File: src/rtl/mxf_universal_label_classifier_defines.svh
// Assertion macros for the MXF universal label classifier.
// Each macro expects clk and rst to be visible at the point of use.
`ifndef MXF_UNIVERSAL_LABEL_CLASSIFIER_DEFINES_SVH
`define MXF_UNIVERSAL_LABEL_CLASSIFIER_DEFINES_SVH

// Same-cycle implication.
`define MXF_ASSERT_NOW(label, ante, cons, msg) \
  label: assert property (@(posedge clk) disable iff (rst) (ante) |-> (cons)) \
    else $error(msg);

// Next-cycle implication.
`define MXF_ASSERT_NEXT(label, ante, cons, msg) \
  label: assert property (@(posedge clk) disable iff (rst) (ante) |=> (cons)) \
    else $error(msg);

`endif

File: src/rtl/mxfulc_pkg.sv
// Types and byte-match constants for the MXF universal label classifier.
// No dependencies.
`timescale 1ns / 1ps

package mxfulc_pkg;

  typedef enum logic [3:0] {
    CLS_NOT_MXF    = 4'd0,
    CLS_OTHER      = 4'd1,
    CLS_HEADER     = 4'd2,
    CLS_BODY       = 4'd3,
    CLS_FOOTER     = 4'd4,
    CLS_FILL       = 4'd5,
    CLS_PRIMER     = 4'd6,
    CLS_METADATA   = 4'd7,
    CLS_DESCRIPT   = 4'd8,
    CLS_RIP        = 4'd9,
    CLS_INDEX      = 4'd10,
    CLS_SYSTEM     = 4'd11,
    CLS_ESSENCE    = 4'd12,
    CLS_CONTAINER  = 4'd13
  } label_class_t;

  localparam logic [31:0] MXF_PREFIX = 32'h060e2b34;

  // Bytes 0..7 and 8..12 of the partition pack family
  localparam logic [63:0] PP_STEM_HI = 64'h060e2b3402050101;
  localparam logic [39:0] PP_STEM_LO = 40'h0d01020101;

  // Bytes 0..7 and 8..12 of structural metadata sets
  localparam logic [63:0] MD_STEM_HI = 64'h060e2b3402530101;
  localparam logic [39:0] MD_STEM_LO = 40'h0d01010101;

  localparam logic [63:0] FILL_HI  = 64'h060e2b3401010101;
  localparam logic [63:0] FILL_LO  = 64'h0301021001000000;
  localparam logic [63:0] INDEX_HI = 64'h060e2b3402530101;
  localparam logic [63:0] INDEX_LO = 64'h0d01020101100100;

  localparam logic [7:0] PP_KIND_HEADER = 8'h02;
  localparam logic [7:0] PP_KIND_FOOTER = 8'h04;
  localparam logic [7:0] PP_KIND_PRIMER = 8'h05;
  localparam logic [7:0] PP_KIND_RIP    = 8'h11;
  localparam logic [7:0] PP_STATUS_LIM  = 8'h05;

  localparam logic [7:0] STATUS_CLOSED          = 8'h02;
  localparam logic [7:0] STATUS_COMPLETE        = 8'h03;
  localparam logic [7:0] STATUS_CLOSED_COMPLETE = 8'h04;

endpackage

File: src/rtl/mxf_universal_label_classifier.sv
// Each request goes through the input register, then the result register.
// One key per cycle when not stalled; classification is one pass of byte compares.
// in_stall follows out_stall only when both stages hold a request.
// Reset clears the stage valid flags; key and result payload registers are not reset.
// Depends on mxfulc_pkg and mxf_universal_label_classifier_defines.svh.
`timescale 1ns / 1ps
`include "mxf_universal_label_classifier_defines.svh"

module mxf_universal_label_classifier
  import mxfulc_pkg::*;
(
  input  logic        clk,
  input  logic        rst,
  input  logic        in_valid,
  output logic        in_stall,
  input  logic [63:0] key_high,
  input  logic [63:0] key_low,
  output logic        out_valid,
  input  logic        out_stall,
  output logic [3:0]  label_class,
  output logic        partition_closed,
  output logic        partition_complete,
  output logic        label_is_zero,
  output logic [31:0] label_hash
);

  logic        stage_valid;
  logic [63:0] stage_key_high;
  logic [63:0] stage_key_low;
  logic        out_ready;
  logic        stage_ready;
  logic        stage_load;
  logic        out_load;

  logic [7:0]   b4, b5, b6, b7, b8, b9, b10, b11, b12, b13, b14, b15;
  logic         prefix_ok;
  logic         pp_stem;
  logic         md_stem;
  logic         gc_common;
  label_class_t class_next;

  assign out_ready   = !out_valid || !out_stall;
  assign stage_ready = !stage_valid || out_ready;
  assign in_stall    = !stage_ready;
  assign stage_load  = in_valid && stage_ready;
  assign out_load    = stage_valid && out_ready;

  always_ff @(posedge clk) begin
    if (rst) begin
      stage_valid <= 1'b0;
      out_valid   <= 1'b0;
    end else begin
      if (stage_ready) begin
        stage_valid <= in_valid;
      end
      if (out_ready) begin
        out_valid <= stage_valid;
      end
    end
  end

  always_ff @(posedge clk) begin
    if (stage_load) begin
      stage_key_high <= key_high;
      stage_key_low  <= key_low;
    end
  end

  assign b4  = stage_key_high[31:24];
  assign b5  = stage_key_high[23:16];
  assign b6  = stage_key_high[15:8];
  assign b7  = stage_key_high[7:0];
  assign b8  = stage_key_low[63:56];
  assign b9  = stage_key_low[55:48];
  assign b10 = stage_key_low[47:40];
  assign b11 = stage_key_low[39:32];
  assign b12 = stage_key_low[31:24];
  assign b13 = stage_key_low[23:16];
  assign b14 = stage_key_low[15:8];
  assign b15 = stage_key_low[7:0];

  assign prefix_ok = (stage_key_high[63:32] == MXF_PREFIX);
  assign pp_stem   = (stage_key_high == PP_STEM_HI) && (stage_key_low[63:24] == PP_STEM_LO);
  assign md_stem   = (stage_key_high == MD_STEM_HI) && (stage_key_low[63:24] == MD_STEM_LO);
  // Bytes 6 and 8..11 shared by the generic container keys
  assign gc_common = (b6 == 8'h01) && (b8 == 8'h0d) && (b9 == 8'h01) &&
                     (b10 == 8'h03) && (b11 == 8'h01);

  always_comb begin
    priority if (!prefix_ok) begin
      class_next = CLS_NOT_MXF;
    end else if (pp_stem && (b13 >= PP_KIND_HEADER) && (b13 <= PP_KIND_FOOTER) &&
                 (b14 < PP_STATUS_LIM) && (b15 == 8'h00)) begin
      class_next = label_class_t'(b13[3:0]);
    end else if (pp_stem && (b13 == PP_KIND_PRIMER) && (b14 == 8'h01) &&
                 (b15 == 8'h00)) begin
      class_next = CLS_PRIMER;
    end else if (pp_stem && (b13 == PP_KIND_RIP) && (b14 == 8'h01) &&
                 (b15 == 8'h00)) begin
      class_next = CLS_RIP;
    end else if ((stage_key_high == FILL_HI) && (stage_key_low == FILL_LO)) begin
      class_next = CLS_FILL;
    end else if (md_stem && (b15 == 8'h00)) begin
      class_next = CLS_METADATA;
    end else if ((stage_key_high == INDEX_HI) && (stage_key_low == INDEX_LO)) begin
      class_next = CLS_INDEX;
    end else if ((b4 == 8'h02) && (b6 == 8'h01) && (b7 == 8'h01) && (b8 == 8'h0d) &&
                 (b9 == 8'h01) && (b10 == 8'h04) && (b11 == 8'h01)) begin
      class_next = CLS_DESCRIPT;
    end else if ((b4 == 8'h02) && gc_common &&
                 ((b12 == 8'h04) || (b12 == 8'h14))) begin
      class_next = CLS_SYSTEM;
    end else if ((b4 == 8'h01) && (b5 == 8'h02) && gc_common &&
                 ((b12 == 8'h05) || (b12 == 8'h06) || (b12 == 8'h07) ||
                  (b12 == 8'h15) || (b12 == 8'h16) || (b12 == 8'h17) ||
                  (b12 == 8'h18))) begin
      class_next = CLS_ESSENCE;
    end else if ((b4 == 8'h04) && (b5 == 8'h01) && gc_common &&
                 ((b12 == 8'h01) || (b12 == 8'h02))) begin
      class_next = CLS_CONTAINER;
    end else begin
      class_next = CLS_OTHER;
    end
  end

  always_ff @(posedge clk) begin
    if (out_load) begin
      label_class        <= class_next;
      partition_closed   <= (b14 == STATUS_CLOSED) || (b14 == STATUS_CLOSED_COMPLETE);
      partition_complete <= (b14 == STATUS_COMPLETE) || (b14 == STATUS_CLOSED_COMPLETE);
      label_is_zero      <= (stage_key_high == 64'd0) && (stage_key_low == 64'd0);
      label_hash         <= stage_key_high[63:32] ^ stage_key_high[31:0] ^
                            stage_key_low[63:32] ^ stage_key_low[31:0];
    end
  end

  `MXF_ASSERT_NOW(a_stall_only_when_full, in_stall, stage_valid && out_valid && out_stall, "input stalled with room in the pipeline")
  `MXF_ASSERT_NEXT(a_stage_moves_to_out, out_load, out_valid, "request lost between stages")
  `MXF_ASSERT_NEXT(a_stage_held, stage_valid && !out_ready, stage_valid, "blocked request dropped from input stage")
  `MXF_ASSERT_NOW(a_zero_not_mxf, out_valid && label_is_zero, label_class == CLS_NOT_MXF, "zero label classed as MXF")

endmodule

File: config.mk
export PLATFORM = sky130hd
export DESIGN_NAME = mxf_universal_label_classifier
export DESIGN_NICKNAME = d
export VERILOG_FILES = /design/src/rtl/mxfulc_pkg.sv /design/src/rtl/mxf_universal_label_classifier.sv
export VERILOG_INCLUDE_DIRS = /design/src /design/src/rtl
export SDC_FILE = /design/constraint.sdc
export NUM_CORES = 1
export LEC_CHECK = 0
export BUFFER_PORTS_ARGS = -buffer_cell sky130_fd_sc_hd__buf_4
export CAP_MARGIN = 20
export CORE_MARGIN = 2
export CORE_UTILIZATION = 42
export CTS_BUF_LIST = sky130_fd_sc_hd__clkbuf_8
export DETAILED_ROUTE_END_ITERATION = 16
export HOLD_SLACK_MARGIN = 0.02
export PLACE_DENSITY_LB_ADDON = 0.25
export SLEW_MARGIN = 15
export SYNTH_ARGS = -nofsm -noshare
export SYNTH_HDL_FRONTEND = slang
export SYNTH_SLANG_ARGS = --single-unit
export TNS_END_PERCENT = 1
File: constraint.sdc
create_clock -name clk -period 8.7 [get_ports clk]
set_input_delay 1.305 -clock clk [delete_from_list [all_inputs] [get_ports clk]]
set_output_delay 1.305 -clock clk [all_outputs]
set_load 0.02 [all_outputs]
==> results of run 1 <==
==> cells in the final DEF, fill, tap and decap left out, types with 2 or more instances in the layout <==
cell,instances
sky130_fd_sc_hd__or3b_2,2
sky130_fd_sc_hd__a41oi_1,3
sky130_fd_sc_hd__nand2b_1,2
sky130_fd_sc_hd__a211oi_1,2
sky130_fd_sc_hd__nand2_1,12
sky130_fd_sc_hd__nor3_1,12
sky130_fd_sc_hd__nor4_2,2
sky130_fd_sc_hd__dfxtp_1,2
sky130_fd_sc_hd__nand4_1,12
sky130_fd_sc_hd__nor4b_1,4
sky130_fd_sc_hd__clkbuf_8,17
sky130_fd_sc_hd__buf_4,175
sky130_fd_sc_hd__edfxtp_1,167
sky130_fd_sc_hd__nor2_1,15
sky130_fd_sc_hd__bufinv_16,3
sky130_fd_sc_hd__nand4b_1,4
sky130_fd_sc_hd__a21oi_1,2
sky130_fd_sc_hd__xnor2_1,65
sky130_fd_sc_hd__or3_1,2
sky130_fd_sc_hd__or4_1,7
sky130_fd_sc_hd__and4_1,13
sky130_fd_sc_hd__inv_1,8
sky130_fd_sc_hd__nand3_1,11
sky130_fd_sc_hd__o41ai_1,2
sky130_fd_sc_hd__nor4_1,26
sky130_fd_sc_hd__clkinv_2,4
sky130_fd_sc_hd__xor2_1,33
==> through the flow <==
| stage | worst slack (ps) | area (um2) | hold WS (ps) |
|---|---|---|---|
| floorplan | 867 | 6870 | 444 |
| global placement | 5140 | 8470 | 468 |
| detailed placement | 5060 | 8470 | 507 |
| CTS | 5560 | 8850 | 510 |
| global route | 5440 | 8850 | 543 |
| finish | 5530 | 8850 | 505 |
==> Yosys cell counts, types with 3 or more instances <==
master,instances,share of area (%)
sky130_fd_sc_hd__nor3_1,12,0.87
sky130_fd_sc_hd__nand4_1,12,1.1
sky130_fd_sc_hd__a41oi_1,3,0.38
sky130_fd_sc_hd__edfxtp_1,167,73
sky130_fd_sc_hd__nor4b_1,4,0.51
sky130_fd_sc_hd__or4_1,7,0.76
sky130_fd_sc_hd__nor2_1,15,0.82
sky130_fd_sc_hd__nand4b_1,4,0.51
sky130_fd_sc_hd__and4_1,13,1.7
sky130_fd_sc_hd__xor2_1,33,4.2
sky130_fd_sc_hd__nor4_1,26,2.4
sky130_fd_sc_hd__xnor2_1,65,8.3
sky130_fd_sc_hd__nand2_1,12,0.66
sky130_fd_sc_hd__nand3_1,11,0.80
==> per-layer routing <==
metal | track usage (%) | share of wire, %
met1 | 25.9 | 44
met2 | 31.2 | 49
met3 | 5.19 | 6.0
met4 | 5.92 | 1.6
met5 | 0 | 0
==> registers in the layout, summed over array words and instances (netlist names) <==
| name | count |
|---|---|
| label_class | 4 |
| label_hash | 32 |
| label_is_zero | 1 |
| out_valid | 1 |
| partition_closed | 1 |
| partition_complete | 1 |
| stage_key_high | 64 |
| stage_key_low | 64 |
| stage_valid | 1 |
==> where the power goes <==
group	switching, mW	total [mW]	leakage [nW]	internal (mW)
combinational	0.0814	0.177	1.29	0.0956
clock	0.266	0.541	0.216	0.276
sequential	0.0399	1.00	1.63	0.961
==> final cells by class <==
| type | instances | area, um2 |
|---|---|---|
| fill | 1323 | 7090 |
| sequential | 169 | 5050 |
| multi-input combinational | 246 | 1820 |
| timing repair buffer | 175 | 1310 |
| tap | 216 | 270 |
| clock buffer | 17 | 234 |
| clock inverter | 15 | 149 |
| inverter | 2 | 7.51 |
==> cells by family (layout without fill, tap and decap cells) <==
kind of cell | count (synthesis) | count (layout) | synth area share [%]
flip-flops | 169 | 169 | 73.6
AND/OR/NAND/NOR | 133 | 133 | 12.0
XOR/XNOR | 98 | 98 | 12.5
AO/OA/AOI/OAI | 15 | 15 | 1.69
buffers and inverters | 4 | 209 | 0.219
==> critical path: cells and delay by family <==
family	cells	cell delay [ps]
buf+inv	3	1450
simple gates	2	340
==> worst max-delay path by stage <==
| stage | cells after the start | slack, ps | to | startpoint |
|---|---|---|---|---|
| after floorplan | 2 | 870 | stage_key_high[0]$_DFFE_PP_ | out_stall |
| after global routing | 5 | 5440 | stage_key_high[12]$_DFFE_PP_ | out_stall |
| final | 5 | 5530 | stage_key_low[44]$_DFFE_PP_ | out_stall |
| after global placement | 5 | 5140 | stage_key_low[12]$_DFFE_PP_ | out_stall |
| after detailed placement | 5 | 5060 | stage_key_low[15]$_DFFE_PP_ | out_stall |
| after CTS | 5 | 5560 | stage_key_high[11]$_DFFE_PP_ | out_stall |
==> flow_summary.html, run 1 <==
<table>
<tr><th>Metric</th><th>Value</th></tr>
<tr><th colspan="2">Detailed routing</th></tr>
<tr><td>1st-iter DRT viols</td><td>354</td></tr>
<tr><td>Number of vias in the routed layout</td><td>4247</td></tr>
<tr><td>Post-detailed-route wirelength per cell</td><td>approximately 20 um</td></tr>
<tr><td>Via density per instance</td><td>5.06</td></tr>
<tr><td>Total wire length</td><td>around 16000 um</td></tr>
<tr><td>Antenna-violating nets left</td><td>0</td></tr>
<tr><td>Total DRC errors in the routed layout</td><td>0</td></tr>
<tr><td>Drt first pass iters</td><td>5</td></tr>
<tr><th colspan="2">Floorplanning</th></tr>
<tr><td>Starting density of the core</td><td>a little over two fifths</td></tr>
<tr><td>Die area</td><td>between 15000 and 20000 um2</td></tr>
<tr><td>Cell row count</td><td>46</td></tr>
<tr><td>Chip width</td><td>about 130 um</td></tr>
<tr><td>Die Y</td><td>132 um</td></tr>
<tr><td>CORE AREA</td><td>between 15000 and 20000 um2</td></tr>
<tr><td>Top-level port count</td><td>between 150 and 200</td></tr>
<tr><th colspan="2">Timing</th></tr>
<tr><td>Final worst path period need</td><td>3170 ps</td></tr>
<tr><td>Clock Skew</td><td>between 15 and 20 ps</td></tr>
<tr><td>Endpoints failing hold</td><td>0</td></tr>
<tr><td>Number of max-slew violations in the final report</td><td>0</td></tr>
<tr><td>Worst slew margin relative to its limit</td><td>between 20 and 30%</td></tr>
<tr><td>Post-Route Setup TNS</td><td>0 ps</td></tr>
<tr><td>Ratio of final minimum period to clock period</td><td>a little over a third</td></tr>
<tr><td>RSZ-0062 raised after global routing</td><td>no</td></tr>
<tr><td>Total of endpoints with negative setup slack in the final report</td><td>0</td></tr>
<tr><td>Worst slew pin tran</td><td>approximately 1100 ps</td></tr>
<tr><td>Maximum clock frequency</td><td>0.316 GHz</td></tr>
<tr><th colspan="2">Global routing</th></tr>
<tr><td>Via count of the first global-routing pass</td><td>4419</td></tr>
<tr><td>Largest net degree at the start of global routing</td><td>86</td></tr>
<tr><td>Initial antenna violation count</td><td>0</td></tr>
<tr><td>Overall global routing resource usage</td><td>between 10% and 20%</td></tr>
<tr><td>Global-route wire length before repair</td><td>approximately 25000 um</td></tr>
<tr><td>Remaining global-route overflow</td><td>0</td></tr>
<tr><th colspan="2">Worst hold path</th></tr>
<tr><td>Hold_sp</td><td>stage_valid$_SDFFE_PP0N_</td></tr>
<tr><td>Hold Path Stages</td><td>2</td></tr>
<tr><td>Type of the tightest min-delay check</td><td>reg2reg</td></tr>
<tr><td>Sink of the worst hold path</td><td>out_valid$_SDFFE_PP0P_</td></tr>
<tr><th colspan="2">Place</th></tr>
<tr><td>Number of cells in the design after placement</td><td>808</td></tr>
<tr><td>Half-perimeter wire length of the detailed placement result</td><td>about 13000 um</td></tr>
<tr><td>RePlAce Congestion</td><td>approximately 0.88</td></tr>
<tr><td>Count of buffers from port buffering</td><td>about 170</td></tr>
<tr><th colspan="2">Logic synthesis</th></tr>
<tr><td>Average instance area after synthesis</td><td>16.4 um2</td></tr>
<tr><td>Number of distinct library cells after synthesis</td><td>38</td></tr>
<tr><td>Top FF cell, synth</td><td>sky130_fd_sc_hd__edfxtp_1</td></tr>
<tr><td>Number of warning messages in the yosys log</td><td>0</td></tr>
<tr><td>Share of flip-flops with an asynchronous set or reset</td><td>0%</td></tr>
<tr><td>Share of the yosys chip area belonging to registers</td><td>73.6%</td></tr>
<tr><td>Post-synthesis sequential element count</td><td>169</td></tr>
<tr><td>Post-Syn Nets</td><td>551</td></tr>
<tr><td>Post-synthesis cell area</td><td>between 6000 and 7000 um2</td></tr>
<tr><td>Post-synthesis cell count</td><td>~420</td></tr>
<tr><td>Post-synth EDFFs</td><td>between 150 and 200</td></tr>
<tr><th colspan="2">Cells and area</th></tr>
<tr><td>Share of cells above drive strength 1</td><td>roughly 34%</td></tr>
<tr><td>Final cell count without fillers</td><td>840</td></tr>
<tr><td>Fin util</td><td>around 56%</td></tr>
<tr><td>Area added between synthesis and finish</td><td>28.8%</td></tr>
<tr><td>Total number of nets in the final design</td><td>743</td></tr>
<tr><td>Final antenna diode count</td><td>0</td></tr>
<tr><th colspan="2">Clock network</th></tr>
<tr><td>Buffer count from post-CTS setup fixing</td><td>0</td></tr>
<tr><td>TritonCTS clock tree</td><td>built</td></tr>
<tr><td>Number of clock sinks</td><td>roughly 170</td></tr>
<tr><td>Clock-pin slew on the worst setup and hold paths</td><td>~80 ps</td></tr>
<tr><td>Cell chosen for the clock root</td><td>sky130_fd_sc_hd__clkbuf_8</td></tr>
<tr><td>H-tree level count</td><td>4</td></tr>
<tr><td>Worst-case clock buffer depth</td><td>2</td></tr>
<tr><td>Hold buffer count at cts</td><td>0</td></tr>
<tr><td>Total of cells resized after clock tree synthesis</td><td>0</td></tr>
<tr><td>Clock buffer count from CTS</td><td>17</td></tr>
<tr><td>Worst-Skew Late Latency</td><td>between 400 and 500 ps</td></tr>
<tr><th colspan="2">Critical path</th></tr>
<tr><td>Origin of the critical flop-to-flop path</td><td>stage_key_high[21]$_DFFE_PP_</td></tr>
<tr><td>Arrival time worst endpoint</td><td>3240 ps</td></tr>
<tr><td>Critical path start-end classification</td><td>in2reg</td></tr>
<tr><td>R2R setup slack</td><td>5990 ps</td></tr>
<tr><td>Nature of the critical path startpoint</td><td>primary input</td></tr>
<tr><td>Largest stage delay on the critical path</td><td>860 ps</td></tr>
<tr><td>CP Capture Type</td><td>flip-flop</td></tr>
<tr><td>Cell occurring most often along the worst timing path</td><td>sky130_fd_sc_hd__buf_4</td></tr>
<tr><td>Cell with the largest stage delay on the worst path</td><td>sky130_fd_sc_hd__buf_4</td></tr>
<tr><td>Critical Path, Cell by Cell</td><td>buf_4 &gt; and3_1 &gt; nor2b_4 &gt; buf_4 &gt; buf_4</td></tr>
<tr><td>Worst Path Required</td><td>just under 9000 ps</td></tr>
<tr><td>Capturing point of the worst reg2reg path</td><td>label_class[0]$_SDFFCE_PP0P_</td></tr>
<tr><td>Largest fanout on the critical path</td><td>85</td></tr>
<tr><td>Count of cells along the worst register-to-register path</td><td>5</td></tr>
<tr><th colspan="2">Pwr</th></tr>
<tr><td>Peak supply drop</td><td>approximately 0.00012 V</td></tr>
<tr><td>PD cells</td><td>approximately 190 nW/um2</td></tr>
<tr><td>Total Power</td><td>1.72 mW</td></tr>
<tr><td>Leak Pwr</td><td>between 3 and 4 nW</td></tr>
<tr><th colspan="2">Status</th></tr>
<tr><td>Run status</td><td>finished clean</td></tr>
<tr><th colspan="2">Run</th></tr>
<tr><td>Total of max-cap violations</td><td>0</td></tr>
</table>
Note: power is estimated with default switching activity, not from simulation.
==> run 2, diff against run 1 <==
==> constraint.sdc (replaced) <==
create_clock -name clk -period 2.9 [get_ports clk]
set_input_delay 0.435 -clock clk [delete_from_list [all_inputs] [get_ports clk]]
set_output_delay 0.435 -clock clk [all_outputs]
set_load 0.02 [all_outputs]
==> run 2 against run 1 <==
Combinational power grew to 3.0 times the previous value; flip-flop and latch count is the same; via count grew 1.9%; cell count grew 0.71%; core utilization grew 0.30 points; worst setup slack lost 5300 ps; critical path depth is the same; worst hold slack lost 350 ps; clock skew shrank 0.75 ps; clock power grew to 2.8 times the previous value; power grew to 3.0 times the previous value; sequential share of layout area shrank 0.31 points; critical endpoint is now label_class[0]$_SDFFCE_PP0P_; highest routed layer unchanged.
==> flow_summary.html, run 2 (synthesized netlist as in run 1, its figures left out) <==
<table>
<tr><th>Metric</th><th>Value</th></tr>
<tr><th colspan="2">Status</th></tr>
<tr><td>Run status</td><td>finished clean (unchanged)</td></tr>
<tr><th colspan="2">Cells and area</th></tr>
<tr><td>Fin util</td><td>55.8% (was 55.5%)</td></tr>
<tr><td>Final antenna diode count</td><td>0 (unchanged)</td></tr>
<tr><td>Share of cells above drive strength 1</td><td>34.9% (was 33.7%)</td></tr>
<tr><td>Total number of nets in the final design</td><td>749 (was 743)</td></tr>
<tr><td>Area added between synthesis and finish</td><td>29.5% (was 28.8%)</td></tr>
<tr><td>Highest-count cells in the layout ignoring fill and taps</td><td>sky130_fd_sc_hd__buf_4 (179), sky130_fd_sc_hd__edfxtp_1 (167), sky130_fd_sc_hd__xnor2_1 (65), sky130_fd_sc_hd__xor2_1 (33), sky130_fd_sc_hd__nor4_1 (26) (was sky130_fd_sc_hd__buf_4 (175), sky130_fd_sc_hd__edfxtp_1 (167), sky130_fd_sc_hd__xnor2_1 (65), sky130_fd_sc_hd__xor2_1 (33), sky130_fd_sc_hd__nor4_1 (26))</td></tr>
<tr><td>Number of filler cells placed in the layout</td><td>1288 (was 1323)</td></tr>
<tr><td>Final cell count without fillers</td><td>846 (was 840)</td></tr>
<tr><td>Commonest non-fill, non-tap cell in the layout</td><td>sky130_fd_sc_hd__buf_4 (unchanged)</td></tr>
<tr><td>Largest registers</td><td>stage_key_high (64), stage_key_low (64), label_hash (32) (unchanged)</td></tr>
<tr><th colspan="2">Timing</th></tr>
<tr><td>Ratio of final minimum period to clock period</td><td>between 90% and 100%</td></tr>
<tr><td>Final worst path period need</td><td>2650 ps</td></tr>
<tr><td>Maximum clock frequency</td><td>0.377 GHz</td></tr>
<tr><td>Worst slew margin relative to its limit</td><td>58.3% (was 29.3%)</td></tr>
<tr><td>Clock Skew</td><td>15.7 ps (was 16.5 ps)</td></tr>
<tr><td>Number of max-slew violations in the final report</td><td>0 (unchanged)</td></tr>
<tr><td>Endpoints failing hold</td><td>0 (unchanged)</td></tr>
<tr><td>Post-Route Setup TNS</td><td>0 ps (unchanged)</td></tr>
<tr><td>Post-route worst setup slack</td><td>248 ps (was 5530 ps)</td></tr>
<tr><td>Total of endpoints with negative setup slack in the final report</td><td>0 (unchanged)</td></tr>
<tr><td>Worst slew pin tran</td><td>620 ps (was 1060 ps)</td></tr>
<tr><td>RSZ-0062 raised after global routing</td><td>no (unchanged)</td></tr>
<tr><th colspan="2">Critical path</th></tr>
<tr><td>R2R setup slack</td><td>250 ps (was 5990 ps)</td></tr>
<tr><td>Critical path start-end classification</td><td>reg2reg (was in2reg)</td></tr>
<tr><td>Nature of the critical path startpoint</td><td>flip-flop (was primary input)</td></tr>
<tr><td>Worst Path Required</td><td>3110 ps (was 8770 ps)</td></tr>
<tr><td>Count of cells along the worst register-to-register path</td><td>5 (unchanged)</td></tr>
<tr><td>Origin of the critical flop-to-flop path</td><td>stage_key_high[21]$_DFFE_PP_ (unchanged)</td></tr>
<tr><td>Largest fanout on the critical path</td><td>3 (was 85)</td></tr>
<tr><td>CP Capture Type</td><td>flip-flop (unchanged)</td></tr>
<tr><td>Capturing point of the worst reg2reg path</td><td>label_class[0]$_SDFFCE_PP0P_ (unchanged)</td></tr>
<tr><td>Arrival time worst endpoint</td><td>2860 ps (was 3240 ps)</td></tr>
<tr><th colspan="2">Global routing</th></tr>
<tr><td>Largest net degree at the start of global routing</td><td>51 (was 86)</td></tr>
<tr><td>Global-route wire length before repair</td><td>25600 um (was 24900 um)</td></tr>
<tr><td>Remaining global-route overflow</td><td>0 (unchanged)</td></tr>
<tr><td>Initial antenna violation count</td><td>0 (unchanged)</td></tr>
<tr><td>Via count of the first global-routing pass</td><td>4442 (was 4419)</td></tr>
<tr><td>Overall global routing resource usage</td><td>20.0% (was 19.4%)</td></tr>
<tr><th colspan="2">Detailed routing</th></tr>
<tr><td>Met3 Routed Length</td><td>847 um (was 979 um)</td></tr>
<tr><td>Antenna-violating nets left</td><td>0 (unchanged)</td></tr>
<tr><td>Met1 routed wirelength after detailed routing</td><td>7440 um (was 7160 um)</td></tr>
<tr><td>1st-iter DRT viols</td><td>267 (was 354)</td></tr>
<tr><td>Drt first pass iters</td><td>5 (unchanged)</td></tr>
<tr><td>Total wire length</td><td>17000 um (was 16400 um)</td></tr>
<tr><td>Post-detailed-route wirelength per cell</td><td>20.1 um (was 19.5 um)</td></tr>
<tr><td>Uppermost routed layer</td><td>met4 (unchanged)</td></tr>
<tr><td>Total DRC errors in the routed layout</td><td>0 (unchanged)</td></tr>
<tr><td>Via density per instance</td><td>5.11 (was 5.06)</td></tr>
<tr><td>Met2 Wirelength</td><td>8530 um (was 8020 um)</td></tr>
<tr><td>Number of vias in the routed layout</td><td>4327 (was 4247)</td></tr>
<tr><th colspan="2">Floorplanning</th></tr>
<tr><td>Die area</td><td>17400 um2 (unchanged)</td></tr>
<tr><td>Die Y</td><td>132 um (unchanged)</td></tr>
<tr><td>Chip width</td><td>132 um (unchanged)</td></tr>
<tr><td>Top-level port count</td><td>173 (unchanged)</td></tr>
<tr><td>Starting density of the core</td><td>43.1% (unchanged)</td></tr>
<tr><td>CORE AREA</td><td>15900 um2 (unchanged)</td></tr>
<tr><td>Cell row count</td><td>46 (unchanged)</td></tr>
<tr><th colspan="2">Place</th></tr>
<tr><td>Half-perimeter wire length of the detailed placement result</td><td>13100 um (was 12600 um)</td></tr>
<tr><td>RePlAce Congestion</td><td>0.824 (was 0.885)</td></tr>
<tr><td>Count of buffers from port buffering</td><td>172 (unchanged)</td></tr>
<tr><td>Number of cells in the design after placement</td><td>814 (was 808)</td></tr>
<tr><td>Pre-CTS worst setup slack</td><td>267 ps (was 5060 ps)</td></tr>
<tr><th colspan="2">Worst hold path</th></tr>
<tr><td>Type of the tightest min-delay check</td><td>in2reg (was reg2reg)</td></tr>
<tr><td>Hold Path Stages</td><td>1 (was 2)</td></tr>
<tr><td>Hold_sp</td><td>key_high[56] (was stage_valid$_SDFFE_PP0N_)</td></tr>
<tr><td>Sink of the worst hold path</td><td>stage_key_high[56]$_DFFE_PP_ (was out_valid$_SDFFE_PP0P_)</td></tr>
<tr><th colspan="2">Clock network</th></tr>
<tr><td>Hold buffer count at cts</td><td>0 (unchanged)</td></tr>
<tr><td>Cell chosen for the clock root</td><td>sky130_fd_sc_hd__clkbuf_8 (unchanged)</td></tr>
<tr><td>Worst-case clock buffer depth</td><td>2 (unchanged)</td></tr>
<tr><td>Buffer count from post-CTS setup fixing</td><td>0 (unchanged)</td></tr>
<tr><td>H-tree level count</td><td>4 (unchanged)</td></tr>
<tr><td>Clock-pin slew on the worst setup and hold paths</td><td>90 ps (was 80 ps)</td></tr>
<tr><td>Worst-Skew Late Latency</td><td>450 ps (about the same)</td></tr>
<tr><td>Number of clock sinks</td><td>169 (unchanged)</td></tr>
<tr><td>Total of cells resized after clock tree synthesis</td><td>0 (unchanged)</td></tr>
<tr><td>TritonCTS clock tree</td><td>built (unchanged)</td></tr>
<tr><td>Clock buffer count from CTS</td><td>17 (unchanged)</td></tr>
<tr><th colspan="2">Pwr</th></tr>
<tr><td>Leak Pwr</td><td>3.13 nW (was 3.14 nW)</td></tr>
<tr><td>Peak supply drop</td><td>0.000320 V (was 0.000115 V)</td></tr>
<tr><td>PD cells</td><td>571 nW/um2 (was 194 nW/um2)</td></tr>
<tr><th colspan="2">Run</th></tr>
<tr><td>Total of max-cap violations</td><td>0 (unchanged)</td></tr>
</table>
-- run 2: changes by cell type in the layout (fill, tap and decap cells not counted), sizes merged --
cell and delta:
bufinv -2, buf +6, clkinvlp +3, inv -3, clkinv +2
-- run 2: layer usage --
metal	global-route usage, %	up-vias
met5	0	-
met1	26.1	2121
met4	5.68	0
li1	-	2048
met2	33.4	146
met3	4.92	12
-- run 2: where the power goes --
group	total, mW	internal, mW	switching, mW
clock	1.53	0.676	0.854
combinational	0.539	0.294	0.245
sequential	3.01	2.88	0.125
-- run 2: area by class of cell --
type,instances,area [um2],share of cell area (%)
sequential,169,5050,56.8
multi-input combinational,246,1820,20.5
timing repair buffer,181,1380,15.6
tap,216,270,3.04
clock buffer,17,234,2.63
clock inverter,15,126,1.42
inverter,2,7.51,0.0844
-- run 2: critical path, cell delays in order, from the launching register on --
cell and delay [ps]:
sky130_fd_sc_hd__edfxtp_1 440, sky130_fd_sc_hd__or4_1 610, sky130_fd_sc_hd__or4_1 510, sky130_fd_sc_hd__nor4_2 330, sky130_fd_sc_hd__nand4_1 230, sky130_fd_sc_hd__a41o_1 280
-- run 2: worst max path at each step --
stage                                 start                      endpoint  slack, ps  cells after the start
2_1_floorplan                     out_stall   stage_key_high[0]$_DFFE_PP_       -190                      2
3_3_place_gp   stage_key_high[21]$_DFFE_PP_  label_class[0]$_SDFFCE_PP0P_        340                      5
3_5_place_dp   stage_key_high[21]$_DFFE_PP_  label_class[0]$_SDFFCE_PP0P_        270                      5
4_1_cts        stage_key_high[21]$_DFFE_PP_  label_class[0]$_SDFFCE_PP0P_        260                      5
5_1_grt        stage_key_high[21]$_DFFE_PP_  label_class[0]$_SDFFCE_PP0P_        160                      5
6_report       stage_key_high[21]$_DFFE_PP_  label_class[0]$_SDFFCE_PP0P_        250                      5
-- run 2: metrics by stage --
step | hold slack (ps) | power [mW] | instance area, um2
5_1_grt | 112 | 5.27 | 8900
2_1_floorplan | 444 | 3.30 | 6880
6_report | 151 | 5.08 | 8900
3_5_place_dp | 519 | 3.61 | 8540
3_3_place_gp | 467 | 3.59 | 8540
4_1_cts | 119 | 5.13 | 8900
==> run 3, diff against run 2 <==
--- a/config.mk
+++ b/config.mk
@@ -6,6 +6,7 @@
 export SDC_FILE = /design/constraint.sdc
 export NUM_CORES = 1
 export LEC_CHECK = 0
+export ABC_AREA = 1
 export BUFFER_PORTS_ARGS = -buffer_cell sky130_fd_sc_hd__buf_4
 export CAP_MARGIN = 20
 export CORE_MARGIN = 2
==> run 3 against run 2 <==
Critical path depth grew 5; largest power group unchanged; highest routed layer unchanged; flip-flop and latch count is the same; sequential power is essentially flat; core utilization shrank 1.4 points; power grew 1.9%.
==> flow_summary.html, run 3 <==
<table>
<tr><th>Metric</th><th>Value</th></tr>
<tr><th colspan="2">Logic synthesis</th></tr>
<tr><td>Average instance area after synthesis</td><td>12.8 um2 (was 16.4 um2)</td></tr>
<tr><td>Post-synthesis cell count</td><td>570 (was 419)</td></tr>
<tr><td>Post-Syn Nets</td><td>702 (was 551)</td></tr>
<tr><td>Number of distinct library cells after synthesis</td><td>26 (was 38)</td></tr>
<tr><td>Share of flip-flops with an asynchronous set or reset</td><td>0% (unchanged)</td></tr>
<tr><td>Ranking of synthesized cells by instance count</td><td>sky130_fd_sc_hd__edfxtp_1 (167), sky130_fd_sc_hd__nor2_1 (92), sky130_fd_sc_hd__nand2_1 (64), sky130_fd_sc_hd__xnor2_1 (64), sky130_fd_sc_hd__inv_1 (53) (was sky130_fd_sc_hd__edfxtp_1 (167), sky130_fd_sc_hd__xnor2_1 (65), sky130_fd_sc_hd__xor2_1 (33), sky130_fd_sc_hd__nor4_1 (26), sky130_fd_sc_hd__nor2_1 (15))</td></tr>
<tr><td>Share of the yosys chip area belonging to registers</td><td>69.5% (was 73.6%)</td></tr>
<tr><td>Most frequently used cell type in the post-synthesis netlist</td><td>sky130_fd_sc_hd__edfxtp_1 (unchanged)</td></tr>
<tr><td>Number of warning messages in the yosys log</td><td>0 (unchanged)</td></tr>
<tr><td>Post-synthesis sequential element count</td><td>169 (unchanged)</td></tr>
<tr><td>Synth area leader</td><td>sky130_fd_sc_hd__edfxtp_1 (unchanged)</td></tr>
<tr><td>Share of Yosys cell area claimed by the top area cell type</td><td>68.9% (was 73.0%)</td></tr>
<tr><td>Top cells by area, synth</td><td>sky130_fd_sc_hd__edfxtp_1 (69%), sky130_fd_sc_hd__xnor2_1 (7.7%), sky130_fd_sc_hd__nor2_1 (4.7%), sky130_fd_sc_hd__xor2_1 (3.9%), sky130_fd_sc_hd__nand2_1 (3.3%) (was sky130_fd_sc_hd__edfxtp_1 (73%), sky130_fd_sc_hd__xnor2_1 (8.3%), sky130_fd_sc_hd__xor2_1 (4.2%), sky130_fd_sc_hd__nor4_1 (2.4%), sky130_fd_sc_hd__and4_1 (1.7%))</td></tr>
<tr><td>Post-synth EDFFs</td><td>167 (unchanged)</td></tr>
<tr><td>Post-synthesis cell area</td><td>7270 um2 (was 6870 um2)</td></tr>
<tr><td>Top FF cell, synth</td><td>sky130_fd_sc_hd__edfxtp_1 (unchanged)</td></tr>
<tr><th colspan="2">Timing</th></tr>
<tr><td>Worst slew pin tran</td><td>600 ps (was 620 ps)</td></tr>
<tr><td>Worst slew margin relative to its limit</td><td>60.0% (was 58.3%)</td></tr>
<tr><td>Maximum clock frequency</td><td>0.498 GHz (was 0.377 GHz)</td></tr>
<tr><td>Clock Skew</td><td>13.2 ps (was 15.7 ps)</td></tr>
<tr><td>RSZ-0062 raised after global routing</td><td>no (unchanged)</td></tr>
<tr><td>Final worst path period need</td><td>2010 ps (was 2650 ps)</td></tr>
<tr><td>Post-route worst setup slack</td><td>893 ps (was 248 ps)</td></tr>
<tr><td>Number of max-slew violations in the final report</td><td>0 (unchanged)</td></tr>
<tr><td>Total of endpoints with negative setup slack in the final report</td><td>0 (unchanged)</td></tr>
<tr><td>Ratio of final minimum period to clock period</td><td>69.2% (was 91.5%)</td></tr>
<tr><td>Endpoints failing hold</td><td>0 (unchanged)</td></tr>
<tr><th colspan="2">Global routing</th></tr>
<tr><td>Global-route wire length before repair</td><td>25900 um (was 25600 um)</td></tr>
<tr><td>Met2 track utilization from global routing</td><td>30.7% (was 33.4%)</td></tr>
<tr><td>Remaining global-route overflow</td><td>0 (unchanged)</td></tr>
<tr><td>Via count of the first global-routing pass</td><td>4810 (was 4442)</td></tr>
<tr><td>Largest net degree at the start of global routing</td><td>55 (was 51)</td></tr>
<tr><td>Met1 capacity usage during global routing</td><td>25.1% (was 26.1%)</td></tr>
<tr><td>Initial antenna violation count</td><td>0 (unchanged)</td></tr>
<tr><td>Overall global routing resource usage</td><td>19.3% (was 20.0%)</td></tr>
<tr><td>Busiest metal layer after global routing</td><td>met2 (unchanged)</td></tr>
<tr><td>Met3 usage in global routing</td><td>6.17% (was 4.92%)</td></tr>
<tr><th colspan="2">Critical path</th></tr>
<tr><td>CP Capture Type</td><td>flip-flop (unchanged)</td></tr>
<tr><td>Cell occurring most often along the worst timing path</td><td>sky130_fd_sc_hd__nor2_1 (was sky130_fd_sc_hd__or4_1)</td></tr>
<tr><td>Largest stage delay on the critical path</td><td>400 ps (was 610 ps)</td></tr>
<tr><td>Largest fanout on the critical path</td><td>3 (unchanged)</td></tr>
<tr><td>Nature of the critical path startpoint</td><td>flip-flop (unchanged)</td></tr>
<tr><td>Critical Path, Cell by Cell</td><td>nor2_1 &gt; nand3b_1 &gt; nor2_1 &gt; nand3_2 &gt; nor2_1 &gt; nand2_1 &gt; nand3_1 &gt; nor2_1 &gt; nor2_1 &gt; nor2_1 (was or4_1 &gt; or4_1 &gt; nor4_2 &gt; nand4_1 &gt; a41o_1)</td></tr>
<tr><td>Origin of the critical flop-to-flop path</td><td>stage_key_high[3]$_DFFE_PP_ (was stage_key_high[21]$_DFFE_PP_)</td></tr>
<tr><td>Critical path start-end classification</td><td>reg2reg (unchanged)</td></tr>
<tr><td>CP Launch Point</td><td>stage_key_high[3]$_DFFE_PP_ (was stage_key_high[21]$_DFFE_PP_)</td></tr>
<tr><td>Arrival time worst endpoint</td><td>2220 ps (was 2860 ps)</td></tr>
<tr><td>Cell with the largest stage delay on the worst path</td><td>sky130_fd_sc_hd__edfxtp_1 (was sky130_fd_sc_hd__or4_1)</td></tr>
<tr><td>Worst Path Required</td><td>3110 ps (about the same)</td></tr>
<tr><th colspan="2">Pwr</th></tr>
<tr><td>PD cells</td><td>555 nW/um2 (was 571 nW/um2)</td></tr>
<tr><td>Share of total power consumed by net switching</td><td>23.9% (was 24.1%)</td></tr>
<tr><td>Power share of the combinational group</td><td>11.3% (was 10.6%)</td></tr>
<tr><td>Sequential share of power</td><td>57.9% (was 59.2%)</td></tr>
<tr><td>Total Power</td><td>5.17 mW (was 5.08 mW)</td></tr>
<tr><td>Sw power</td><td>1.24 mW (was 1.22 mW)</td></tr>
<tr><td>Peak supply drop</td><td>0.000284 V (was 0.000320 V)</td></tr>
<tr><td>Clock share of power</td><td>30.8% (was 30.1%)</td></tr>
<tr><td>Leak Pwr</td><td>3.59 nW (was 3.13 nW)</td></tr>
<tr><td>Internal Power</td><td>3.94 mW (was 3.85 mW)</td></tr>
<tr><th colspan="2">Cells and area</th></tr>
<tr><td>Commonest non-fill, non-tap cell in the layout</td><td>sky130_fd_sc_hd__buf_4 (unchanged)</td></tr>
<tr><td>Total number of nets in the final design</td><td>896 (was 749)</td></tr>
<tr><td>Number of filler cells placed in the layout</td><td>1457 (was 1288)</td></tr>
<tr><td>Highest-count cells in the layout ignoring fill and taps</td><td>sky130_fd_sc_hd__buf_4 (173), sky130_fd_sc_hd__edfxtp_1 (167), sky130_fd_sc_hd__nor2_1 (91), sky130_fd_sc_hd__xnor2_1 (64), sky130_fd_sc_hd__nand2_1 (62) (was sky130_fd_sc_hd__buf_4 (179), sky130_fd_sc_hd__edfxtp_1 (167), sky130_fd_sc_hd__xnor2_1 (65), sky130_fd_sc_hd__xor2_1 (33), sky130_fd_sc_hd__nor4_1 (26))</td></tr>
<tr><td>Final antenna diode count</td><td>0 (unchanged)</td></tr>
<tr><td>Largest registers</td><td>stage_key_high (64), stage_key_low (64), label_hash (32) (unchanged)</td></tr>
<tr><td>Area added between synthesis and finish</td><td>28.0% (was 29.5%)</td></tr>
<tr><td>Share of cells above drive strength 1</td><td>29.6% (was 34.9%)</td></tr>
<tr><th colspan="2">Place</th></tr>
<tr><td>Half-perimeter wire length of the detailed placement result</td><td>13100 um (about the same)</td></tr>
<tr><td>RePlAce Congestion</td><td>0.920 (was 0.824)</td></tr>
<tr><td>Pre-CTS worst setup slack</td><td>827 ps (was 267 ps)</td></tr>
<tr><td>Count of buffers from port buffering</td><td>172 (unchanged)</td></tr>
<tr><th colspan="2">Detailed routing</th></tr>
<tr><td>1st-iter DRT viols</td><td>346 (was 267)</td></tr>
<tr><td>Post-detailed-route wirelength per cell</td><td>17.0 um (was 20.1 um)</td></tr>
<tr><td>Antenna-violating nets left</td><td>0 (unchanged)</td></tr>
<tr><td>Total wire length</td><td>17000 um (about the same)</td></tr>
<tr><td>Total DRC errors in the routed layout</td><td>0 (unchanged)</td></tr>
<tr><td>Via density per instance</td><td>4.77 (was 5.11)</td></tr>
<tr><td>Number of vias in the routed layout</td><td>4779 (was 4327)</td></tr>
<tr><td>Drt first pass iters</td><td>5 (unchanged)</td></tr>
<tr><th colspan="2">Worst hold path</th></tr>
<tr><td>Type of the tightest min-delay check</td><td>in2reg (unchanged)</td></tr>
<tr><td>Hold_sp</td><td>rst (was key_high[56])</td></tr>
<tr><th colspan="2">Clock network</th></tr>
<tr><td>Number of clock sinks</td><td>169 (unchanged)</td></tr>
<tr><td>H-tree level count</td><td>4 (unchanged)</td></tr>
<tr><td>Worst-Skew Late Latency</td><td>460 ps (was 450 ps)</td></tr>
<tr><td>TritonCTS clock tree</td><td>built (unchanged)</td></tr>
<tr><td>Clock buffer count from CTS</td><td>17 (unchanged)</td></tr>
<tr><td>Hold buffer count at cts</td><td>0 (unchanged)</td></tr>
<tr><td>Total of cells resized after clock tree synthesis</td><td>0 (unchanged)</td></tr>
<tr><td>Clock-pin slew on the worst setup and hold paths</td><td>80 ps (was 90 ps)</td></tr>
<tr><td>Cell chosen for the clock root</td><td>sky130_fd_sc_hd__clkbuf_8 (unchanged)</td></tr>
<tr><td>Buffer count from post-CTS setup fixing</td><td>0 (unchanged)</td></tr>
<tr><td>Worst-case clock buffer depth</td><td>2 (unchanged)</td></tr>
<tr><th colspan="2">Floorplanning</th></tr>
<tr><td>Starting density of the core</td><td>42.5% (was 43.1%)</td></tr>
<tr><td>Cell row count</td><td>48 (was 46)</td></tr>
<tr><td>Die Y</td><td>136 um (was 132 um)</td></tr>
<tr><td>CORE AREA</td><td>17100 um2 (was 15900 um2)</td></tr>
<tr><td>Chip width</td><td>136 um (was 132 um)</td></tr>
<tr><td>Top-level port count</td><td>173 (unchanged)</td></tr>
<tr><td>Die area</td><td>18400 um2 (was 17400 um2)</td></tr>
<tr><th colspan="2">Run</th></tr>
<tr><td>Total of max-cap violations</td><td>0 (unchanged)</td></tr>
<tr><th colspan="2">Status</th></tr>
<tr><td>Run status</td><td>finished clean (unchanged)</td></tr>
</table>
## run 3: power by group through the flow
stage | clock network, mW | registers (mW) | logic (mW)
floorplan | 0 | 3.08 | 0.258
global placement | 0 | 3.04 | 0.581
detailed placement | 0 | 3.05 | 0.590
CTS | 1.63 | 2.99 | 0.591
global route | 1.75 | 3.01 | 0.636
finish | 1.59 | 2.99 | 0.583
## run 3: cell families (layout without fill, tap and decap cells)
logic type,after synthesis,after routing,synth area share [%]
XOR/XNOR,96,96,11.6
buffers and inverters,56,263,2.89
AND/OR/NAND/NOR,239,239,15.3
flip-flops,169,169,69.5
AO/OA/AOI/OAI,10,10,0.722
## run 3: through the flow
step	instance area (um2)	utilization (%)	TNS, ps	hold WS, ps	cells
after CTS	9310	54.4	0	106	1002
after global placement	8940	52.2	0	500	970
after floorplan	7310	-	-22410	493	570
after detailed placement	8940	52.2	0	521	970
final	9310	54.4	0	133	1002
after global routing	9310	54.4	0	93.8	1002
## run 3: area by class of cell
| cell class | count | area [um2] | share of cell area [%] |
|---|---|---|---|
| clock buffers | 17 | 234 | 2.51 |
| clock inverters | 15 | 139 | 1.49 |
| inverters | 56 | 214 | 2.30 |
| multi-input cells | 345 | 2050 | 22.0 |
| flip-flops and latches | 169 | 5060 | 54.3 |
| well taps | 225 | 282 | 3.02 |
| repair buffers | 175 | 1340 | 14.4 |
## run 3: layer usage
layer	vias to the layer above	wire (um)
met5	-	0
met4	0	309
li1	2332	-
met1	2255	7180
met2	168	8300
met3	24	1210
## run 3: path summary, 6_finish.rpt
check | to | slack (ps) | cells past startpoint
setup / recovery | label_class[0]$_SDFFCE_PP0P_ | 890 | 10
hold / removal | out_valid$_SDFFE_PP0P_ | 130 | 2
setup reg to reg | label_class[0]$_SDFFCE_PP0P_ | 890 | 10
hold reg to reg | out_valid$_SDFFE_PP0P_ | 530 | 2
## run 3: worst max-delay path, delay by kind of cell, from the launching register on
kind,cells,cell delay (ps)
AND/OR/NAND/NOR,10,1360
flip-flops,1,400
